`config.mk`:
```
export PLATFORM = sky130hd
export DESIGN_NAME = button_edge_and_auto_repeat
export DESIGN_NICKNAME = d
export VERILOG_FILES = /design/src/rtl/core/bae_pkg.sv /design/src/rtl/core/button_edge_and_auto_repeat.sv /design/src/rtl/core/bae_rem_unit.sv
export SDC_FILE = /design/constraint.sdc
export NUM_CORES = 1
export LEC_CHECK = 0
export BUFFER_PORTS_ARGS = -buffer_cell sky130_fd_sc_hd__buf_2
export CAP_MARGIN = 40
export CORE_ASPECT_RATIO = 1.25
export CORE_MARGIN = 4
export CORE_UTILIZATION = 55
export CTS_CLUSTER_DIAMETER = 150
export DETAILED_ROUTE_END_ITERATION = 10
export PLACE_DENSITY = 0.75
export SYNTH_ARGS = -nofsm -noshare
export SYNTH_HDL_FRONTEND = slang
export SYNTH_SLANG_ARGS = --single-unit
export TNS_END_PERCENT = 30
```
`constraint.sdc`:
```
create_clock -name clk -period 9.5 [get_ports clk]
set_input_delay 0.475 -clock clk [delete_from_list [all_inputs] [get_ports clk]]
set_output_delay 0.475 -clock clk [all_outputs]
set_load 0.01 [all_outputs]
```
`src/rtl/core/bae_pkg.sv`:
```
// Shared types and constants for the button edge and auto-repeat block.
package bae_pkg;

	// Widths fixed by the stream and register formats
	localparam int FIELD_W   = 16;
	localparam int CNT_W     = 10;
	localparam int CFG_W     = 8;
	localparam int DIV_W     = 9;
	localparam int STEP_W    = $clog2(DIV_W + 1);
	localparam int APB_AW    = 3;
	localparam int APB_DW    = 32;
	localparam int OUT_DW    = 4 * FIELD_W;

	localparam int NUM_BUTTONS_DEF = 16;

	localparam logic [CFG_W-1:0] FIRST_DELAY_RST     = 8'd20;
	localparam logic [CFG_W-1:0] REPEAT_INTERVAL_RST = 8'd5;

	// Register index taken from the word address bit
	localparam logic REG_FIRST_DELAY     = 1'b0;
	localparam logic REG_REPEAT_INTERVAL = 1'b1;

	// Counter values with special meaning
	localparam logic signed [CNT_W-1:0] CNT_IDLE     = '0;
	localparam logic signed [CNT_W-1:0] CNT_FIRST    = CNT_W'(1);
	localparam logic signed [CNT_W-1:0] CNT_RELEASED = '1;

	typedef enum logic [1:0] {
		ST_IDLE,
		ST_SCAN,
		ST_MOD,
		ST_DONE
	} bae_state_t;

	// Status from the remainder unit back to the sequencer
	typedef struct packed {
		logic done;
		logic is_zero;
	} rem_stat_t;

endpackage

```
`src/rtl/core/button_edge_and_auto_repeat.sv`:
```
// Top level of the button edge detector with typematic auto-repeat.
//
//  port group  dir  beat contents (low bits first)
//  s_*         in   tdata[15:0] pressed_bits
//  m_*         out  tdata held_bits, press_edge_bits, release_edge_bits, repeat_bits
//  apb         in   word 0 first_delay, word 1 repeat_interval (8 bits each)
//
// Each beat scans the B = min(NUM_BUTTONS, 16) buttons one after another; a button
// held past first_delay with a nonzero repeat_interval also passes through the
// bit-serial remainder unit. The remainder unit bounds the rate.
// Reset clears all hold counters and loads the register defaults (20 and 5).
// The result register holds a finished beat while the next one is scanned; a stall
// on the output side only blocks once a second result is ready.
module button_edge_and_auto_repeat
	import bae_pkg::*;
#(
	parameter int NUM_BUTTONS = NUM_BUTTONS_DEF
) (
	input  logic              clk,
	input  logic              arst_n,
	// stream in: [15:0] pressed_bits
	input  logic              s_tvalid,
	output logic              s_tready,
	input  logic [FIELD_W-1:0] s_tdata,
	// stream out: [15:0] held_bits, [31:16] press_edge_bits,
	// [47:32] release_edge_bits, [63:48] repeat_bits
	output logic              m_tvalid,
	input  logic              m_tready,
	output logic [OUT_DW-1:0] m_tdata,
	// register port
	input  logic              psel,
	input  logic              penable,
	input  logic              pwrite,
	input  logic [APB_AW-1:0] paddr,
	input  logic [APB_DW-1:0] pwdata,
	output logic [APB_DW-1:0] prdata,
	output logic              pready
);

	// Buttons above the input width never see a press and stay at zero, so
	// only the visible ones get a counter.
	localparam int ACT   = (NUM_BUTTONS < FIELD_W) ? NUM_BUTTONS : FIELD_W;
	localparam int IDX_W = (ACT > 1) ? $clog2(ACT) : 1;

	bae_state_t state_q, state_d;

	logic [CFG_W-1:0] first_delay_q, repeat_interval_q;
	logic signed [CNT_W-1:0] cnt_q [ACT];
	logic [ACT-1:0]     lvl_q;
	logic [IDX_W-1:0]   idx_q;
	logic [FIELD_W-1:0] held_acc_q, press_acc_q, rel_acc_q, rep_acc_q;
	logic [OUT_DW-1:0]  out_q;
	logic               out_valid_q;

	logic cfg_wr, in_acc, out_acc;
	logic last_idx, advance, rem_start, out_load, scan_wr;
	logic [FIELD_W-1:0] sel;
	logic signed [CNT_W-1:0] cur, inc, lim, first_s, nc;
	logic need_mod;
	rem_stat_t rem_stat;

	// ---------------- register port ----------------
	assign pready = 1'b1;
	assign cfg_wr = psel && penable && pwrite && pready;

	always_ff @(posedge clk or negedge arst_n) begin
		if (!arst_n) begin
			first_delay_q     <= FIRST_DELAY_RST;
			repeat_interval_q <= REPEAT_INTERVAL_RST;
		end else if (cfg_wr) begin
			unique case (paddr[2])
				REG_FIRST_DELAY:     first_delay_q     <= pwdata[CFG_W-1:0];
				REG_REPEAT_INTERVAL: repeat_interval_q <= pwdata[CFG_W-1:0];
				default: ;
			endcase
		end
	end

	always_comb begin
		unique case (paddr[2])
			REG_FIRST_DELAY:     prdata = APB_DW'(first_delay_q);
			REG_REPEAT_INTERVAL: prdata = APB_DW'(repeat_interval_q);
			default:             prdata = '0;
		endcase
	end

	// ---------------- handshakes ----------------
	assign s_tready = (state_q == ST_IDLE);
	assign in_acc   = s_tvalid && s_tready;
	assign m_tvalid = out_valid_q;
	assign m_tdata  = out_q;
	assign out_acc  = m_tvalid && m_tready;

	// ---------------- per-button update ----------------
	assign last_idx = (idx_q == IDX_W'(ACT - 1));
	assign sel      = FIELD_W'(1) << idx_q;
	assign cur      = cnt_q[idx_q];
	assign inc      = cur + CNT_W'(1);
	assign first_s  = $signed(CNT_W'(first_delay_q));
	assign lim      = $signed(CNT_W'(first_delay_q) + CNT_W'(repeat_interval_q));

	always_comb begin
		if (lvl_q[idx_q]) begin
			// count up, fold back to first_delay past one full interval
			nc = (inc > lim) ? first_s : inc;
		end else begin
			nc = (cur > CNT_IDLE) ? CNT_RELEASED : CNT_IDLE;
		end
	end

	// periodic repeat needs nc mod repeat_interval; nc is positive here
	assign need_mod = lvl_q[idx_q] && (repeat_interval_q != '0) && (nc > first_s);

	bae_rem_unit u_rem (
		.clk      (clk),
		.arst_n   (arst_n),
		.start    (rem_start),
		.dividend (nc[DIV_W-1:0]),
		.divisor  (repeat_interval_q),
		.stat     (rem_stat)
	);

	// ---------------- sequencer ----------------
	always_comb begin
		state_d   = state_q;
		advance   = 1'b0;
		rem_start = 1'b0;
		out_load  = 1'b0;
		scan_wr   = 1'b0;
		unique case (state_q)
			ST_IDLE: begin
				if (in_acc) state_d = ST_SCAN;
			end
			ST_SCAN: begin
				scan_wr = 1'b1;
				if (need_mod) begin
					rem_start = 1'b1;
					state_d   = ST_MOD;
				end else begin
					advance = 1'b1;
					state_d = last_idx ? ST_DONE : ST_SCAN;
				end
			end
			ST_MOD: begin
				if (rem_stat.done) begin
					advance = 1'b1;
					state_d = last_idx ? ST_DONE : ST_SCAN;
				end
			end
			ST_DONE: begin
				// wait for the result register to free up
				if (!out_valid_q || m_tready) begin
					out_load = 1'b1;
					state_d  = ST_IDLE;
				end
			end
			default: state_d = ST_IDLE;
		endcase
	end

	always_ff @(posedge clk or negedge arst_n) begin
		if (!arst_n) begin
			state_q <= ST_IDLE;
		end else begin
			state_q <= state_d;
		end
	end

	// button index: restart on accept, advance after each button
	always_ff @(posedge clk or negedge arst_n) begin
		if (!arst_n) begin
			idx_q <= '0;
		end else if (in_acc) begin
			idx_q <= '0;
		end else if (advance && !last_idx) begin
			idx_q <= idx_q + IDX_W'(1);
		end
	end

	// hold counters: written back during the scan cycle
	always_ff @(posedge clk or negedge arst_n) begin
		if (!arst_n) begin
			for (int i = 0; i < ACT; i++) cnt_q[i] <= CNT_IDLE;
		end else if (scan_wr) begin
			cnt_q[idx_q] <= nc;
		end
	end

	// latched levels and result bitmaps
	always_ff @(posedge clk) begin
		if (in_acc) begin
			lvl_q      <= s_tdata[ACT-1:0];
			held_acc_q  <= '0;
			press_acc_q <= '0;
			rel_acc_q   <= '0;
			rep_acc_q   <= '0;
		end else begin
			if (scan_wr) begin
				if (nc > CNT_IDLE)     held_acc_q  <= held_acc_q | sel;
				if (nc == CNT_FIRST)    press_acc_q <= press_acc_q | sel;
				if (nc == CNT_RELEASED) rel_acc_q   <= rel_acc_q | sel;
				if (nc == CNT_FIRST)    rep_acc_q   <= rep_acc_q | sel;
			end
			if (state_q == ST_MOD && rem_stat.done && rem_stat.is_zero) begin
				rep_acc_q <= rep_acc_q | sel;
			end
		end
		if (out_load) begin
			out_q <= {rep_acc_q, rel_acc_q, press_acc_q, held_acc_q};
		end
	end

	always_ff @(posedge clk or negedge arst_n) begin
		if (!arst_n) begin
			out_valid_q <= 1'b0;
		end else if (out_load) begin
			out_valid_q <= 1'b1;
		end else if (out_acc) begin
			out_valid_q <= 1'b0;
		end
	end

	// ---------------- checks ----------------
	a_busy_after_accept: assert property (@(posedge clk) disable iff (!arst_n)
		in_acc |=> !s_tready)
		else $error("input taken while a beat is still in work");

	a_press_is_held: assert property (@(posedge clk) disable iff (!arst_n)
		m_tvalid |-> ((m_tdata[2*FIELD_W-1:FIELD_W] & ~m_tdata[FIELD_W-1:0]) == '0))
		else $error("press edge without held bit");

	a_release_not_held: assert property (@(posedge clk) disable iff (!arst_n)
		m_tvalid |-> ((m_tdata[3*FIELD_W-1:2*FIELD_W] & m_tdata[FIELD_W-1:0]) == '0))
		else $error("release edge on a held button");

	a_press_repeats: assert property (@(posedge clk) disable iff (!arst_n)
		m_tvalid |-> ((m_tdata[2*FIELD_W-1:FIELD_W] & ~m_tdata[OUT_DW-1:3*FIELD_W]) == '0))
		else $error("press edge without repeat event");

	a_mod_has_work: assert property (@(posedge clk) disable iff (!arst_n)
		rem_start |=> (state_q == ST_MOD))
		else $error("remainder started outside the modulo step");

	for (genvar g = 0; g < ACT; g++) begin : g_cnt_chk
		a_cnt_range: assert property (@(posedge clk) disable iff (!arst_n)
			(cnt_q[g] >= CNT_RELEASED) && (cnt_q[g] <= $signed(CNT_W'(2 * ((1 << CFG_W) - 1)))))
			else $error("hold counter out of range");
	end

endmodule

```
`src/rtl/core/bae_rem_unit.sv`:
```
// Bit-serial restoring remainder unit: one dividend bit per cycle.
module bae_rem_unit
	import bae_pkg::*;
(
	input  logic                 clk,
	input  logic                 arst_n,
	input  logic                 start,
	input  logic [DIV_W-1:0]     dividend,
	input  logic [CFG_W-1:0]     divisor,
	output rem_stat_t            stat
);

	logic [DIV_W-1:0]  dvd_q;
	logic [CFG_W-1:0]  rem_q;
	logic [STEP_W-1:0] step_q;
	logic              done_q;
	logic [DIV_W-1:0]  trial;
	logic              fits;

	assign trial = {rem_q, dvd_q[DIV_W-1]};
	assign fits  = trial >= {1'b0, divisor};

	always_ff @(posedge clk or negedge arst_n) begin
		if (!arst_n) begin
			step_q <= '0;
			done_q <= 1'b0;
		end else begin
			done_q <= 1'b0;
			if (start) begin
				step_q <= STEP_W'(DIV_W);
			end else if (step_q != '0) begin
				step_q <= step_q - STEP_W'(1);
				done_q <= (step_q == STEP_W'(1));
			end
		end
	end

	always_ff @(posedge clk) begin
		if (start) begin
			dvd_q <= dividend;
			rem_q <= '0;
		end else if (step_q != '0) begin
			dvd_q <= {dvd_q[DIV_W-2:0], 1'b0};
			// remainder stays below the divisor, so it fits the narrow register
			rem_q <= fits ? CFG_W'(trial - {1'b0, divisor}) : CFG_W'(trial);
		end
	end

	assign stat.done    = done_q;
	assign stat.is_zero = (rem_q == '0);

endmodule
```
# Word level (Yosys, flattened, before mapping)
# Cells that the tools add are included.
[word_totals] register_bits=349 input_bits=58 output_inout_bits=99 wordCells=130
[op_classes] n_addsub=5 order_cmp=8 eq_ne=10 shift=1 mux=40 bitwise_logic=6 reduce_logical=29
[op_table] operator="bitwise mux 160 bit" count=1
[op_table] operator="bitwise OR 16 bit" count=4
[op_table] operator="one-hot mux 32 bit (2 select lines)" count=1
[op_table] operator="two-way mux 10 bit" count=6
[op_table] operator="two-way mux 16 bit" count=3
[op_table] operator="binary-select mux 10 bit (select 4 bit)" count=1
[op_table] operator="demux 10 bit (select 4 bit)" count=1
[op_table] operator="> comparator 10 x 1 -> 1 bit, second input constant" count=2
[op_table] operator="two-way mux 9 bit" count=2
[op_table] operator="two-way mux 4 bit" count=4
[op_table] operator="left shift 1 x 4 -> 16 bit, first input constant" count=1
[op_table] operator="two-way mux 1 bit" count=12
[op_table] operator="AND reduction 2 bit" count=6
[op_table] operator="adder 10 x 2 -> 10 bit, second input constant" count=1
[op_table] operator="equality test 10 x 1 -> 1 bit, second input constant" count=1
[op_table] operator="equality test 10 x 2 -> 1 bit, second input constant" count=1
[op_table] operator="> comparator 10 bit" count=1
[op_table] operator="> comparator 10 x 9 -> 1 bit" count=1
[op_table] operator="logical AND 1 bit" count=10
[op_table] operator="two-way mux 2 bit" count=5
[op_table] operator="nonzero test 2 bit" count=5
[op_table] operator="adder 8 x 8 -> 9 bit" count=1
[op_table] operator="greater-or-equal comparator 9 x 8 -> 1 bit" count=1
[op_table] operator="zero test 8 bit" count=1
[op_table] operator="24 further kinds" count=27

# Longest topological paths before layout
[logic_depth] ltp_word=15 mapped_depth=33 ltp_nobuf=29

# Cells and area by module
# From an unflattened synthesis, not the netlist that was laid out.
[unflattened] hier_cells=1442 area_unflattened_um2=15840.2
[by_module_without_submodules] mod="button_edge_and_auto_repeat" n_inst=1 cells_each=1287 area_per_inst_um2=14365.0 seq_area_each_um2=8267.9
[by_module_without_submodules] mod="bae_rem_unit" n_inst=1 cells_each=155 area_per_inst_um2=1475.2 seq_area_each_um2=555.5

# Worst setup path before layout
# Ideal clock, no wire load.
[synth_timing] kind="flip-flop to flip-flop" startpoint="reg idx_q[0]" endpoint="reg u_rem.dvd_q[1], data pin" setup_time_ns=0.260 arrival_time_ns=6.372 t_required_ns=9.240 path_slack_ns=2.868 path_stages_with_launch=31 n_path_buf=4 synth_period_minus_slack_ns=6.632 path_cell_list="dfrtp_1 > buf_6 > buf_12 > mux4_1 > a22o_1 > nor2_1 > inv_1 > ha_1 > nand4_1 > nor3_1 > xor2_1 > ha_1 > a211oi_1 > inv_1 > o211a_1 > and3_4 > nor2_4 > o31a_1 > nor2b_1 > clkbuf_1 > clkbuf_1 > inv_1 > ha_1 > a21o_1 > a21oi_1 > o221ai_1 > a21o_1 > a21oi_1 > or2_2 > a211oi_2 > mux2_2"
[synth_between] elab_chain_len=13 word_cells_on_any_way=18 classes_between="add/sub: 1; order compare: 3; mux: 11; bitwise: 1; reduce/logical: 2"
[synth_rtl] item="start: declaration" line_no="button_edge_and_auto_repeat.sv:50" source="logic [IDX_W-1:0] idx_q;"
[synth_rtl] item="start signal: assignment" line_no="button_edge_and_auto_repeat.sv:176" source="idx_q <= idx_q + IDX_W'(1);"
[synth_rtl] item="inverter 4 -> 5 bit (implied by the code)" line_no="button_edge_and_auto_repeat.sv:97" source="assign cur = cnt_q[idx_q];"
[synth_rtl] item="binary-select mux 10 bit (select 4 bit)" line_no="button_edge_and_auto_repeat.sv:97"
[synth_rtl] item="two-way mux 10 bit (implied by the code) (2 in a row)" line_no="button_edge_and_auto_repeat.sv:97"
[synth_rtl] item="adder 10 x 2 -> 10 bit" line_no="button_edge_and_auto_repeat.sv:98" source="assign inc = cur + CNT_W'(1);"
[synth_rtl] item="> comparator 10 bit" line_no="button_edge_and_auto_repeat.sv:105" source="nc = (inc > lim) ? first_s : inc;"
[synth_rtl] item="two-way mux 10 bit" line_no="button_edge_and_auto_repeat.sv:105"
[synth_rtl] item="two-way mux 10 bit *" line_no="button_edge_and_auto_repeat.sv:103" source="if (lvl_q[idx_q]) begin"
[synth_rtl] item="named net nc[3]" line_no="button_edge_and_auto_repeat.sv:58" source="logic signed [CNT_W-1:0] cur, inc, lim, first_s, nc;"
[synth_rtl] item="> comparator 10 x 9 -> 1 bit *" line_no="button_edge_and_auto_repeat.sv:112" source="assign need_mod = lvl_q[idx_q] && (repeat_interval_q != '0) && (nc > first_s);"
[synth_rtl] item="logical AND 1 bit *" line_no="button_edge_and_auto_repeat.sv:112"
[synth_rtl] item="two-way mux 1 bit *" line_no="button_edge_and_auto_repeat.sv:136" source="if (need_mod) begin"
[synth_rtl] item="two-way mux 1 bit *" line_no="button_edge_and_auto_repeat.sv:130" source="unique case (state_q)"
[synth_rtl] item="two-way mux 9 bit *" line_no="bae_rem_unit.sv:39" source="if (start) begin"
[synth_rtl] item="end signal: assignment" line_no="bae_rem_unit.sv:40" source="dvd_q <= dividend;"
[synth_rtl] item="end signal: assignment" line_no="bae_rem_unit.sv:43" source="dvd_q <= {dvd_q[DIV_W-2:0], 1'b0};"
[synth_rtl] item="end: declaration" line_no="bae_rem_unit.sv:13" source="logic [DIV_W-1:0] dvd_q;"
# Mark *: on every way through the listed nets, which the timed path passes. The rest lies on a longest branch. The select of a mux whose other input is x is not followed.
# A chain may end at the register's enable or synchronous reset.

# Final worst setup path
[layout_timing] startpoint="reg idx_q[0]" endpoint="reg u_rem.dvd_q[6], enable pin"
[layout_between] elab_chain_len=13 word_cells_on_any_way=18 classes_between="add/sub: 1; order compare: 3; mux: 10; bitwise: 1; reduce/logical: 3"
[layout_rtl] item="inverter 4 -> 5 bit (implied by the code)" line_no="button_edge_and_auto_repeat.sv:97"
[layout_rtl] item="binary-select mux 10 bit (select 4 bit)" line_no="button_edge_and_auto_repeat.sv:97"
[layout_rtl] item="two-way mux 10 bit (implied by the code) (2 in a row)" line_no="button_edge_and_auto_repeat.sv:97"
[layout_rtl] item="adder 10 x 2 -> 10 bit" line_no="button_edge_and_auto_repeat.sv:98"
[layout_rtl] item="> comparator 10 bit" line_no="button_edge_and_auto_repeat.sv:105"
[layout_rtl] item="two-way mux 10 bit" line_no="button_edge_and_auto_repeat.sv:105"
[layout_rtl] item="two-way mux 10 bit *" line_no="button_edge_and_auto_repeat.sv:103"
[layout_rtl] item="named net nc[2]" line_no="button_edge_and_auto_repeat.sv:58"
[layout_rtl] item="> comparator 10 x 9 -> 1 bit *" line_no="button_edge_and_auto_repeat.sv:112"
[layout_rtl] item="logical AND 1 bit *" line_no="button_edge_and_auto_repeat.sv:112"
[layout_rtl] item="two-way mux 1 bit *" line_no="button_edge_and_auto_repeat.sv:136"
[layout_rtl] item="two-way mux 1 bit *" line_no="button_edge_and_auto_repeat.sv:130"
[layout_rtl] item="nonzero test 2 bit (no source line) *"
# Marked as above.

==> key figures <==
Status
  • Outcome: finished, final reports clean

Clocking
  • CTS root buffer: clkbuf_16
  • Clock buffer depth: 3
  • CTS tree: built
  • Post-cts sizing count: 0
  • Clock latency on the worst-skew pair: 0.53 ns
  • CTS HTree Levels: 2
  • Clock Pin Slew Worst Setup and Hold Paths: 0.06 ns
  • CTS Buf Count: 35
  • Clock Sinks: 349

Timing
  • Max-slew violation count: 0
  • TNS Setup: 0 ns
  • Hold Worst Slack: 0.127 ns
  • Final period util: 0.857
  • Worst-case headroom to the max-slew limit: 0.369
  • # setup viols final: 0
  • Clock period minus worst slack: 8.14 ns
  • Setup Skew: 0.0195 ns
  • Final Hold Viols: 0
  • Fmax: 123 MHz
  • Worst slew pin tran: 0.945 ns
  • RSZ-0062 raised after global routing: no

Die
  • Row count: 69
  • Die Ht: 200 um
  • Die area: 32,200 um2
  • Core area: 28,700 um2
  • Number of I/O pins: 157
  • Initial Util: 0.562
  • Die W: 161 um

Cells and area
  • Share of cells above drive strength 1: 0.187
  • Post-route cell area: 18,100 um2
  • Final core utilization: 0.629
  • N_diodes: 0
  • Nets: 1,619
  • # fillers: 2,226
  • P&R area growth vs syn: 11.9%
  • Final non-filler cell total: 1,927

Synth
  • Compound-Gate Fraction of Synth Area: 0.153
  • Post-Syn Instances: 1,438
  • Synthesized cell area: 16,200 um2
  • Netlist cell types: 90
  • Synthesized-area fraction occupied by adder cells: 0.0396
  • Synth Warn #: 0
  • Yosys reg bits: 349
  • Primary FF master, synth: dfrtp_1
  • Largest cells by area after synthesis: dfrtp_1, edfxtp_1, dfxtp_1
  • Post-synthesis mux area share: 0.0889
  • EDFF count, synth: 89
  • Area leader, netlist: dfrtp_1
  • Sequential share of the synthesized area: 0.546
  • Largest family of logic cells by synthesized area: compound AO/OA/AOI/OAI gates
  • Post-synth ARST share: 0.539
  • Post-synth top cells: nand2_1, dfrtp_1, o21ai_0
  • Simple-gate portion of the synthesized area: 0.108
  • Average size of a mapped cell: 11.2 um2
  • Most common cell in the netlist: nand2_1
  • Post-Synth XOR/XNOR Area: 0.0108
  • Yosys top cell area share: 0.285

Power
  • Gate power share: 0.083
  • Internal power: 2440 uW
  • Leak Pwr: 0.00775 uW
  • Switching Share: 0.235
  • Flop pwr share: 0.492
  • Peak VDD IR: 0.0895 mV
  • Pwr Density: 176 nW/um2
  • Clk pwr share: 0.426
  • NetSw: 749 uW

Routing
  • Initial DRC Count: 950
  • Routed vias: 11,300
  • WL per Instance: 19.6 um
  • Final WL: 37,700 um
  • Drt via density: 5.87
  • Post-DRT Antenna Nets: 0
  • Post-route DRC violation count: 0
  • First-pass iteration count of the detailed router: 5

Place
  • Global placer's final weighted congestion: 0.933
  • DP Cell Count: 1,863
  • Post-DP Area: 17,000 um2
  • IO Port Bufs: 105
  • Detailed Place HPWL: 25,900 um

Critical path
  • CP startpoint: idx_q[0]$_DFFE_PN0P_
  • Crit path buf inv count: 4
  • CP max FO: 23
  • Max stage delay on crit path: 0.59 ns
  • Crit path capture type: flip-flop
  • Reg2reg start: idx_q[0]$_DFFE_PN0P_
  • Arrival time at the worst endpoint: 8.31 ns
  • CP required: 9.67 ns
  • CP max-delay cell: mux4_2
  • WS Path Type: reg -> reg
  • Critical Path Source Type: flip-flop
  • Critical path's top delay family: simple AND/OR/NAND/NOR gates

Global route
  • GRT Resource Usage Total: 0.235
  • Initial antenna violation count: 0
  • Pin count of the biggest net entering global routing: 67
  • Vias in the first global route: 11,300
  • First-pass GRT wire length: 60,500 um
  • GR Overflow Total: 0

Hold path
  • HP Class: in -> reg
  • Hold Path Origin: s_tdata[4]

Flow run
  • Max-Cap Viols: 0
## cell type report
class                           count  area (um2)  share of cell area
Inverter                           51         194              0.0107
Sequential cell                   349        8830               0.488
Clock inverter                     17         145             0.00802
Tap cell                          390         488              0.0270
Clock buffer                       46         988              0.0546
Multi-Input combinational cell    936        6570               0.363
Timing Repair Buffer              138         882              0.0488
## worst paths after layout
check,endpoint,slack [ns],cells past startpoint
hold / removal,lvl_q[4]$_DFFE_PP_,0.13,1
max in group asynchronous,idx_q[1]$_DFFE_PN0P_,7.43,4
setup / recovery,u_rem.dvd_q[6]$_DFFE_PP_,1.36,26
setup reg to reg,u_rem.dvd_q[6]$_DFFE_PP_,1.36,26
min in group asynchronous,cnt_q[158]$_DFFE_PN0P_,0.49,2
hold reg to reg,m_tdata[27]$_DFFE_PP_,0.43,0
## cell families (layout without fill, tap and decap cells)
logic type / Yosys count / after routing
AO/OA/AOI/OAI: 368 / 368
XOR/XNOR: 20 / 20
adder cells (fa/ha/maj): 50 / 50
buffers and inverters: 176 / 252
flip-flops: 349 / 349
multiplexers: 77 / 77
other: 2 / 25
AND/OR/NAND/NOR: 396 / 396
## worst register-to-register path: cells and delay by family, from the launching register on
kind,cells,cell delay [ns]
flip-flops,1,0.56
buffers and inverters,4,0.78
AO/OA/AOI/OAI,7,1.72
multiplexers,2,1.10
adder cells (fa/ha/maj),2,0.60
XOR/XNOR,1,0.25
AND/OR/NAND/NOR,10,2.76
## state kept, by name (all words and copies together), names as in the netlist
register / count
cnt_q: 160
m_tdata: 64
held_acc_q: 16
lvl_q: 16
press_acc_q: 16
rel_acc_q: 16
rep_acc_q: 16
u_rem.dvd_q: 9
first_delay_q: 8
repeat_interval_q: 8
u_rem.rem_q: 8
idx_q: 4
u_rem.step_q: 4
state_q: 2
m_tvalid: 1
u_rem.done_q: 1
## layer usage
| metal | GRT usage | wire (um) | vias to the layer above | share of wire |
|---|---|---|---|---|
| li1 | - | - | 5297 | - |
| met1 | 0.296 | 15200 | 5553 | 0.40 |
| met2 | 0.422 | 19400 | 371 | 0.51 |
| met3 | 0.0287 | 1840 | 93 | 0.049 |
| met4 | 0.0819 | 1210 | 0 | 0.032 |
| met5 | 0 | 0 | - | 0 |
## through the flow
step	setup slack [ns]	power [uW]
6_report	1.36	3190
5_1_grt	0.895	3320
4_1_cts	1.39	3220
3_5_place_dp	1.44	1860
3_3_place_gp	1.20	1850
2_1_floorplan	2.87	1780
## power groups by stage
stage	Combinational, uW	Clock (uW)	Sequential [uW]
2_1_floorplan	190	0	1590
3_3_place_gp	252	0	1600
3_5_place_dp	262	0	1600
4_1_cts	265	1380	1570
5_1_grt	300	1450	1570
6_report	264	1360	1570
## timing repair
action,4_1_cts,5_1_grt
hold endpoints to repair,62,0
setup buffers,0,0
hold buffers,1,0
## placed cells by master, fill, tap and decap left out, types with 22 or more instances in the layout
cell type	count
nand2_1	237
dfrtp_1	182
o21ai_0	170
buf_2	104
edfxtp_1	89
dfxtp_1	72
nor2_1	65
inv_1	48
ha_1	48
a21oi_1	41
clkbuf_16	36
mux4_2	33
conb_1	25
o21ai_1	23
nand3_1	22
(Power assumes the default switching activity.)
